`src/hdl/array_list_engine_macros.svh`:
```
// Assertion helpers shared by the list engine.
`ifndef ARRAY_LIST_ENGINE_MACROS_SVH
`define ARRAY_LIST_ENGINE_MACROS_SVH

// Same-cycle implication, checked at the rising edge, idle while in reset.
`define ALE_ASSERT_IMPL(label, clk, rst_n, ante, cons) \
    label: assert property (@(posedge clk) disable iff (!rst_n) (ante) |-> (cons)) \
        else $error("list engine check failed");

// Next-cycle implication, checked at the rising edge, idle while in reset.
`define ALE_ASSERT_NEXT(label, clk, rst_n, ante, cons) \
    label: assert property (@(posedge clk) disable iff (!rst_n) (ante) |=> (cons)) \
        else $error("list engine check failed");

`endif

```
`src/hdl/ale_pkg.sv`:
```
package ale_pkg;

    // Sizing of the stored list
    localparam int CAPACITY    = 32;
    localparam int VALUE_WIDTH = 32;
    localparam int IDX_W       = $clog2(CAPACITY);
    localparam int CNT_W       = $clog2(CAPACITY + 1);

    // Fixed field widths of the streaming ports
    localparam int ACTION_W = 2;
    localparam int POS_W    = 6;
    localparam int VALUE_IN_W = 32;
    localparam int STATUS_W = 2;
    localparam int FOUND_W  = 5;
    localparam int COUNT_W  = 6;

    localparam int S_TDATA_W = ((POS_W + VALUE_IN_W + 7) / 8) * 8;
    localparam int M_TDATA_W = ((FOUND_W + COUNT_W + 7) / 8) * 8;

    // Width wide enough to compare positions against the count
    localparam int CMP_W = ((CNT_W > POS_W) ? CNT_W : POS_W) + 1;

    // Request kinds
    localparam logic [ACTION_W-1:0] ACT_FIND   = 2'd0;
    localparam logic [ACTION_W-1:0] ACT_INSERT = 2'd1;
    localparam logic [ACTION_W-1:0] ACT_DELETE = 2'd2;

    // Answer codes
    localparam logic [STATUS_W-1:0] STATUS_OK       = 2'd0;
    localparam logic [STATUS_W-1:0] STATUS_FULL     = 2'd1;
    localparam logic [STATUS_W-1:0] STATUS_BAD_POS  = 2'd2;
    localparam logic [STATUS_W-1:0] STATUS_NOT_FOUND = 2'd3;

    // Sequencer states
    typedef enum logic [2:0] {
        ST_IDLE,
        ST_SCAN,
        ST_SHIFT,
        ST_PLACE,
        ST_FINISH
    } state_t;

    // Sign-extend the incoming word and keep the stored width.
    function automatic logic [VALUE_WIDTH-1:0] norm_value(input logic signed [VALUE_IN_W-1:0] raw);
        logic signed [63:0] ext;
        ext = 64'(raw);
        return ext[VALUE_WIDTH-1:0];
    endfunction

endpackage

```
`src/hdl/array_list_engine.sv`:
```
// Ordered list engine: holds up to CAPACITY signed words in an internal memory.
// Requests arrive on the slave stream: tuser carries the kind (find, insert,
// delete) and tdata the 1-based position and the value. Each request gives
// exactly one answer transaction on the master stream: tuser carries the status
// and tdata the index of the first match and the entry count after the request.
// The block takes one request at a time; s_axis_tready is high only while the
// sequencer is idle. A find walks the list from index 0, an insert moves the
// entries from the end down to the position up by one place, a delete moves
// the entries after the position down by one place. The memory has one read
// and one write port, so one entry is handled per cycle. A rejected request
// goes straight to the finish state. The next request is accepted in the
// cycle after the answer is loaded.
// The answer sits in an output register, so the next request is accepted while
// an answer waits; if the receiver stalls, a finished request holds in its last
// state until the output register is free, and the input stays closed.
// Reset empties the list (count zero) and drops any pending answer; the memory
// contents are not cleared, since only written entries are ever read.
`include "array_list_engine_macros.svh"

module array_list_engine
    import ale_pkg::*;
(
    input  logic                 clk,
    input  logic                 rst_n,
    input  logic                 s_axis_tvalid,
    output logic                 s_axis_tready,
    input  logic [S_TDATA_W-1:0] s_axis_tdata,  // position [5:0], value [37:6], zero fill
    input  logic [ACTION_W-1:0]  s_axis_tuser,  // action [1:0]
    output logic                 m_axis_tvalid,
    input  logic                 m_axis_tready,
    output logic [M_TDATA_W-1:0] m_axis_tdata,  // found_index [4:0], entry_count [10:5], zero fill
    output logic [STATUS_W-1:0]  m_axis_tuser   // status [1:0]
);

    // Sequencer and list state
    state_t                 state_reg, state_next;
    logic [CNT_W-1:0]       count_reg, count_next;
    logic [CNT_W-1:0]       rem_reg, rem_next;
    logic [IDX_W-1:0]       rd_ptr_reg, rd_ptr_next;
    logic                   pend_reg, pend_next;
    logic [IDX_W-1:0]       pend_addr_reg, pend_addr_next;
    logic                   dir_up_reg, dir_up_next;

    // Request and answer holding registers
    logic [POS_W-1:0]       pos_reg, pos_next;
    logic [VALUE_WIDTH-1:0] val_reg, val_next;
    logic [STATUS_W-1:0]    res_status_reg, res_status_next;
    logic [IDX_W-1:0]       res_idx_reg, res_idx_next;

    // Output register
    logic                   out_valid_reg, out_valid_next;
    logic [STATUS_W-1:0]    out_status_reg, out_status_next;
    logic [FOUND_W-1:0]     out_idx_reg, out_idx_next;
    logic [COUNT_W-1:0]     out_count_reg, out_count_next;

    // Entry memory ports
    logic [VALUE_WIDTH-1:0] mem [CAPACITY];
    logic                   mem_re, mem_we;
    logic [IDX_W-1:0]       mem_raddr, mem_waddr;
    logic [VALUE_WIDTH-1:0] mem_wdata;
    logic [VALUE_WIDTH-1:0] rdata_reg;

    // Request decode
    logic                   s_accept;
    logic [POS_W-1:0]       s_pos;
    logic [VALUE_IN_W-1:0]  s_value;
    logic [CMP_W-1:0]       pos_ext, cnt_ext;
    state_t                 dec_state;
    logic [STATUS_W-1:0]    dec_status;
    logic [CNT_W-1:0]       dec_rem;
    logic [IDX_W-1:0]       dec_rd_ptr;
    logic                   hit, walk_done, out_free;

    assign s_pos     = s_axis_tdata[POS_W-1:0];
    assign s_value   = s_axis_tdata[POS_W+VALUE_IN_W-1:POS_W];
    assign s_accept  = s_axis_tvalid && s_axis_tready;
    assign pos_ext   = CMP_W'(s_pos);
    assign cnt_ext   = CMP_W'(count_reg);
    assign hit       = pend_reg && (rdata_reg == val_reg);
    assign walk_done = (rem_reg == '0) && !pend_reg;
    assign out_free  = !out_valid_reg || m_axis_tready;

    assign s_axis_tready = (state_reg == ST_IDLE);
    assign m_axis_tvalid = out_valid_reg;
    assign m_axis_tuser  = out_status_reg;
    assign m_axis_tdata  = M_TDATA_W'({out_count_reg, out_idx_reg});

    // Classify an incoming request and set up its walk over the memory.
    always_comb
    begin
        dec_state  = ST_FINISH;
        dec_status = STATUS_OK;
        dec_rem    = '0;
        dec_rd_ptr = '0;
        case (s_axis_tuser)
            ACT_FIND:
            begin
                dec_rem = count_reg;
                if (count_reg == '0)
                begin
                    dec_status = STATUS_NOT_FOUND;
                end
                else
                begin
                    dec_state = ST_SCAN;
                end
            end
            ACT_INSERT:
            begin
                if (count_reg >= CNT_W'(CAPACITY))
                begin
                    dec_status = STATUS_FULL;
                end
                else if (pos_ext == '0 || pos_ext > cnt_ext + CMP_W'(1))
                begin
                    dec_status = STATUS_BAD_POS;
                end
                else
                begin
                    dec_state  = ST_SHIFT;
                    dec_rem    = CNT_W'(cnt_ext - pos_ext + CMP_W'(1));
                    dec_rd_ptr = IDX_W'(cnt_ext - CMP_W'(1));
                end
            end
            ACT_DELETE:
            begin
                if (pos_ext == '0 || pos_ext > cnt_ext)
                begin
                    dec_status = STATUS_BAD_POS;
                end
                else
                begin
                    dec_state  = ST_SHIFT;
                    dec_rem    = CNT_W'(cnt_ext - pos_ext);
                    dec_rd_ptr = IDX_W'(pos_ext);
                end
            end
            default:
            begin
                dec_status = STATUS_BAD_POS;
            end
        endcase
    end

    // Next state of the sequencer
    always_comb
    begin
        state_next = state_reg;
        case (state_reg)
            ST_IDLE:
            begin
                if (s_accept)
                begin
                    state_next = dec_state;
                end
            end
            ST_SCAN:
            begin
                if (hit || walk_done)
                begin
                    state_next = ST_FINISH;
                end
            end
            ST_SHIFT:
            begin
                if (walk_done)
                begin
                    state_next = dir_up_reg ? ST_PLACE : ST_FINISH;
                end
            end
            ST_PLACE:
            begin
                state_next = ST_FINISH;
            end
            ST_FINISH:
            begin
                if (out_free)
                begin
                    state_next = ST_IDLE;
                end
            end
            default:
            begin
                state_next = ST_IDLE;
            end
        endcase
    end

    // Datapath controls and register updates for each state
    always_comb
    begin
        count_next      = count_reg;
        rem_next        = rem_reg;
        rd_ptr_next     = rd_ptr_reg;
        pend_next       = 1'b0;
        pend_addr_next  = pend_addr_reg;
        dir_up_next     = dir_up_reg;
        pos_next        = pos_reg;
        val_next        = val_reg;
        res_status_next = res_status_reg;
        res_idx_next    = res_idx_reg;
        out_valid_next  = out_valid_reg && !m_axis_tready;
        out_status_next = out_status_reg;
        out_idx_next    = out_idx_reg;
        out_count_next  = out_count_reg;
        mem_re          = 1'b0;
        mem_raddr       = rd_ptr_reg;
        mem_we          = 1'b0;
        mem_waddr       = dir_up_reg ? pend_addr_reg + IDX_W'(1) : pend_addr_reg - IDX_W'(1);
        mem_wdata       = rdata_reg;
        case (state_reg)
            ST_IDLE:
            begin
                if (s_accept)
                begin
                    pos_next        = s_pos;
                    val_next        = norm_value(s_value);
                    res_status_next = dec_status;
                    res_idx_next    = '0;
                    rem_next        = dec_rem;
                    rd_ptr_next     = dec_rd_ptr;
                    dir_up_next     = (s_axis_tuser == ACT_INSERT);
                end
            end
            ST_SCAN:
            begin
                // Read one entry per cycle; compare the one read in the cycle before.
                if (hit)
                begin
                    res_idx_next = pend_addr_reg;
                end
                else if (walk_done)
                begin
                    res_status_next = STATUS_NOT_FOUND;
                end
                else if (rem_reg != '0)
                begin
                    mem_re         = 1'b1;
                    pend_next      = 1'b1;
                    pend_addr_next = rd_ptr_reg;
                    rd_ptr_next    = rd_ptr_reg + IDX_W'(1);
                    rem_next       = rem_reg - CNT_W'(1);
                end
            end
            ST_SHIFT:
            begin
                // Move the entry read in the cycle before one place along.
                mem_we = pend_reg;
                if (rem_reg != '0)
                begin
                    mem_re         = 1'b1;
                    pend_next      = 1'b1;
                    pend_addr_next = rd_ptr_reg;
                    rd_ptr_next    = dir_up_reg ? rd_ptr_reg - IDX_W'(1)
                                                : rd_ptr_reg + IDX_W'(1);
                    rem_next       = rem_reg - CNT_W'(1);
                end
                else if (!pend_reg && !dir_up_reg)
                begin
                    count_next = count_reg - CNT_W'(1);
                end
            end
            ST_PLACE:
            begin
                // The gap is open: store the new value there.
                mem_we     = 1'b1;
                mem_waddr  = IDX_W'(pos_reg - POS_W'(1));
                mem_wdata  = val_reg;
                count_next = count_reg + CNT_W'(1);
            end
            ST_FINISH:
            begin
                if (out_free)
                begin
                    out_valid_next  = 1'b1;
                    out_status_next = res_status_reg;
                    out_idx_next    = FOUND_W'(res_idx_reg);
                    out_count_next  = COUNT_W'(count_reg);
                end
            end
            default:
            begin
            end
        endcase
    end

    // Control registers
    always_ff @(posedge clk or negedge rst_n)
    begin
        if (!rst_n)
        begin
            state_reg     <= ST_IDLE;
            count_reg     <= '0;
            rem_reg       <= '0;
            pend_reg      <= 1'b0;
            out_valid_reg <= 1'b0;
        end
        else
        begin
            state_reg     <= state_next;
            count_reg     <= count_next;
            rem_reg       <= rem_next;
            pend_reg      <= pend_next;
            out_valid_reg <= out_valid_next;
        end
    end

    // Payload registers
    always_ff @(posedge clk)
    begin
        rd_ptr_reg     <= rd_ptr_next;
        pend_addr_reg  <= pend_addr_next;
        dir_up_reg     <= dir_up_next;
        pos_reg        <= pos_next;
        val_reg        <= val_next;
        res_status_reg <= res_status_next;
        res_idx_reg    <= res_idx_next;
        out_status_reg <= out_status_next;
        out_idx_reg    <= out_idx_next;
        out_count_reg  <= out_count_next;
    end

    // Entry memory with registered read data
    always_ff @(posedge clk)
    begin
        if (mem_we)
        begin
            mem[mem_waddr] <= mem_wdata;
        end
        if (mem_re)
        begin
            rdata_reg <= mem[mem_raddr];
        end
    end

    // Checks on the sequencer and the list state
    `ALE_ASSERT_IMPL(a_count_in_range, clk, rst_n, 1'b1, count_reg <= CNT_W'(CAPACITY))
    `ALE_ASSERT_NEXT(a_accept_leaves_idle, clk, rst_n, s_accept, state_reg != ST_IDLE)
    `ALE_ASSERT_NEXT(a_finish_loads_output, clk, rst_n, state_reg == ST_FINISH && out_free, m_axis_tvalid)
    `ALE_ASSERT_IMPL(a_find_no_write, clk, rst_n, state_reg == ST_SCAN, !mem_we)

endmodule

```
`config.mk`:
```
export PLATFORM = sky130hd
export DESIGN_NAME = array_list_engine
export DESIGN_NICKNAME = d
export VERILOG_FILES = /design/src/hdl/ale_pkg.sv /design/src/hdl/array_list_engine.sv
export VERILOG_INCLUDE_DIRS = /design/src /design/src/hdl
export SDC_FILE = /design/constraint.sdc
export NUM_CORES = 1
export LEC_CHECK = 0
export BUFFER_PORTS_ARGS = -buffer_cell sky130_fd_sc_hd__buf_4
export CAP_MARGIN = 10
export CORE_ASPECT_RATIO = 1.4
export CORE_UTILIZATION = 57
export DETAILED_ROUTE_END_ITERATION = 12
export GPL_ROUTABILITY_DRIVEN = 0
export HOLD_SLACK_MARGIN = 0.06
export PLACE_DENSITY = 0.76
export SYNTH_ARGS = -nofsm -noshare
export SYNTH_HDL_FRONTEND = slang
export SYNTH_SLANG_ARGS = --single-unit
```
`constraint.sdc`:
```
create_clock -name clk -period 3.9 [get_ports clk]
set_input_delay 0.195 -clock clk [delete_from_list [all_inputs] [get_ports clk]]
set_output_delay 0.195 -clock clk [all_outputs]
set_load 0.1 [all_outputs]
```
==> reports/metrics.cfg <==
[outcome]
status=complete, no violations

[detailed_routing]
antenna_left=0
finalWirelength_um=109200
drc=0
routed_via_density=6.508
drt_iter0_markers=2548
avgRoutedWirePerCell_um=29.20
vias=24330
first_pass_iters=6

[clock_network]
numClockSinks=1141
post_cts_buffers=0
insertion_delay_ps=690
clockBufferDepth=3
root_buffer=clkbuf_16
clk_pin_slew_worst_paths_ps=60
h-tree-depth=3
cts_tree=yes
cts_buffers=101

[placed_design]
pre_cts_ws_ps=363.6
io_buffer_count=58
dp_hpwl_um=64790
dpl.cell_count=3505

[timing]
period_minus_slack_ps=3627
fmax_mhz=275.7
rsz0062_at_grt=false
report.final.hold_viol_count=0
layout_worst_path_cycle_share_pct=93.00
clock_skew_ps=29.60
worst_pin_slew_ps=1161
drv_slew=0
slew_headroom_pct=22.41
fin_ws_ps=273.1
whs_ps=116.7
setup_viol=0

[die]
num_io_pins=66
coreArea_mm2=0.07907
die_w_um=240.8
start_util_pct=57.54
dieArea_mm2=0.08097
fp.dieH_um=336.3
rows=122

[finish]
nets=2677
syn_to_final_growth_pct=14.04
fillers=5100
final_core_util_pct=65.62
diodes=0
finalNonFillerCells=3738
drive_gt1_share_pct=20.64
largest_reg_flops=1024

[logic_synthesis]
synth_top_area_cell=edfxtp_1
synthCells=2415
synth_most_common_cell=edfxtp_1
synthMuxAreaShare_pct=12.99
synth_top_family_by_area=multiplexers
synth_commonest_cells=edfxtp_1 (1,124), mux2i_1 (192), mux4_2 (160)
ys.flop_type=edfxtp_1
async_reset_ff_share_pct=1.490
synth-simple-area-share_pct=2.720
synth.avg_cell_area_um2=18.84
yosys.area_share.adder_pct=1.012
syn_area_mm2=0.04550
netlist.area_leader.share_pct=74.18
synth.distinct_cells=67
synth_xor_area_share_pct=1.097
synth.area.top_cells=edfxtp_1 (74%), mux4_2 (7.9%), mux2i_1 (4.2%), o221ai_1 (2.4%), nand2_1 (1.0%)
synth_edf_count=1124
yosysSeqAreaShare_pct=75.12
ys_seq_elements=1141
yosysWarningCount=0
synth_compound_area_share_pct=5.511

[grt]
grt-ovfl-total=0
grt_pass1_wl_um=159600
grt_max_degree=126
grt_use_total_pct=27.59
busiest_layer=met2
grt.met2_usage_pct=47.62
grt_pass1_vias=25080
grt_antenna_before_repair=1
met1_usage_pct=32.57
grt_use_met3_pct=4.589

[worst_setup_path]
cp.arrival_ps=4000
worstPathRequired_ps=4270
crit_path_end_kind=register
start_kind=register
cp_max_fo=26
criticalPathCategory=reg -> reg

[power_and_ir_drop]
ir_drop_v=0.0005540
p_leak_nw=16.92
powerDensity_mw_per_mm2=715.0
total_power_mw=37.10

[flow_run]
cap_violations=0

[min_path]
hp-class=in -> reg

==> layout make-up <==
cell class / count / area [um2] / share of cell area, %
multi-input combinational: 1116 / 10910 / 21.03
tap: 1054 / 1319 / 2.542
clock inverter: 69 / 783.3 / 1.510
inverter: 30 / 113.9 / 0.2194
clock buffer: 122 / 2606 / 5.023
timing repair buffer: 206 / 1977 / 3.810
sequential: 1141 / 34180 / 65.87
==> worst paths after layout <==
path | start | endpoint | slack (ps) | cells past startpoint
min | s_axis_tuser[1] | dir_up_reg | 120 | 3
max | dir_up_reg | mem[20][31] | 270 | 10
min reg2reg | res_status_reg[1] | m_axis_tuser[1] | 420 | 0
max in group asynchronous | rst_n | count_reg[2] | 2510 | 3
min in group asynchronous | rst_n | rem_reg[5] | 790 | 3
max reg2reg | dir_up_reg | mem[20][31] | 270 | 10
==> through the flow <==
stage / cell area, um2 / TNS (ps)
CTS: 51890 / 0
detailed placement: 48080 / 0
global route: 51890 / 0
finish: 51890 / 0
floorplan: 45530 / -9640
global placement: 48080 / 0
==> power breakdown <==
part	internal, mW	switching (mW)
clock	5.78	4.39
sequential	15.0	0.433
combinational	4.10	7.38
==> critical path, cell delays in order, from the launching register on <==
cell	delay [ps]
edfxtp_1	390
inv_1	160
ha_1	260
a21o_1	180
a21oi_1	160
xnor2_1	80
a21oi_1	400
nor2b_1	250
nand2_1	190
nor2_4	910
buf_4	340
==> logic make-up (layout without fill, tap and decap cells) <==
| kind of cell | Yosys count | count (layout) |
|---|---|---|
| AND/OR/NAND/NOR | 274 | 274 |
| AO/OA/AOI/OAI | 359 | 359 |
| other | 1 | 5 |
| XOR/XNOR | 57 | 57 |
| buffers and inverters | 162 | 427 |
| multiplexers | 386 | 386 |
| flip-flops | 1141 | 1141 |
| adder cells (fa/ha/maj) | 35 | 35 |
==> timing repair <==
action,CTS,global route
hold buffers,42,0
hold endpoints to repair,72,0
gates resized for setup,0,0
setup endpoints to repair,0,0
==> cell usage in the layout, fill, tap and decap left out, types with 33 or more instances in the layout <==
| master | instances |
|---|---|
| a21oi_1 | 55 |
| buf_4 | 138 |
| clkbuf_16 | 101 |
| dlygate4sd3_1 | 42 |
| edfxtp_1 | 1124 |
| mux2_2 | 33 |
| mux2i_1 | 192 |
| mux4_2 | 160 |
| nand2_1 | 119 |
| nor2_1 | 35 |
| o21ai_0 | 57 |
| o221ai_1 | 125 |
| o22ai_1 | 41 |
| xor2_1 | 43 |
==> metal layers <==
metal	up-vias	wire length, um
li1	10250	-
met1	12440	37620
met2	1306	56380
met3	332	8516
met4	2	6627
met5	-	14
No activity file was read; power rests on OpenSTA's default activity.
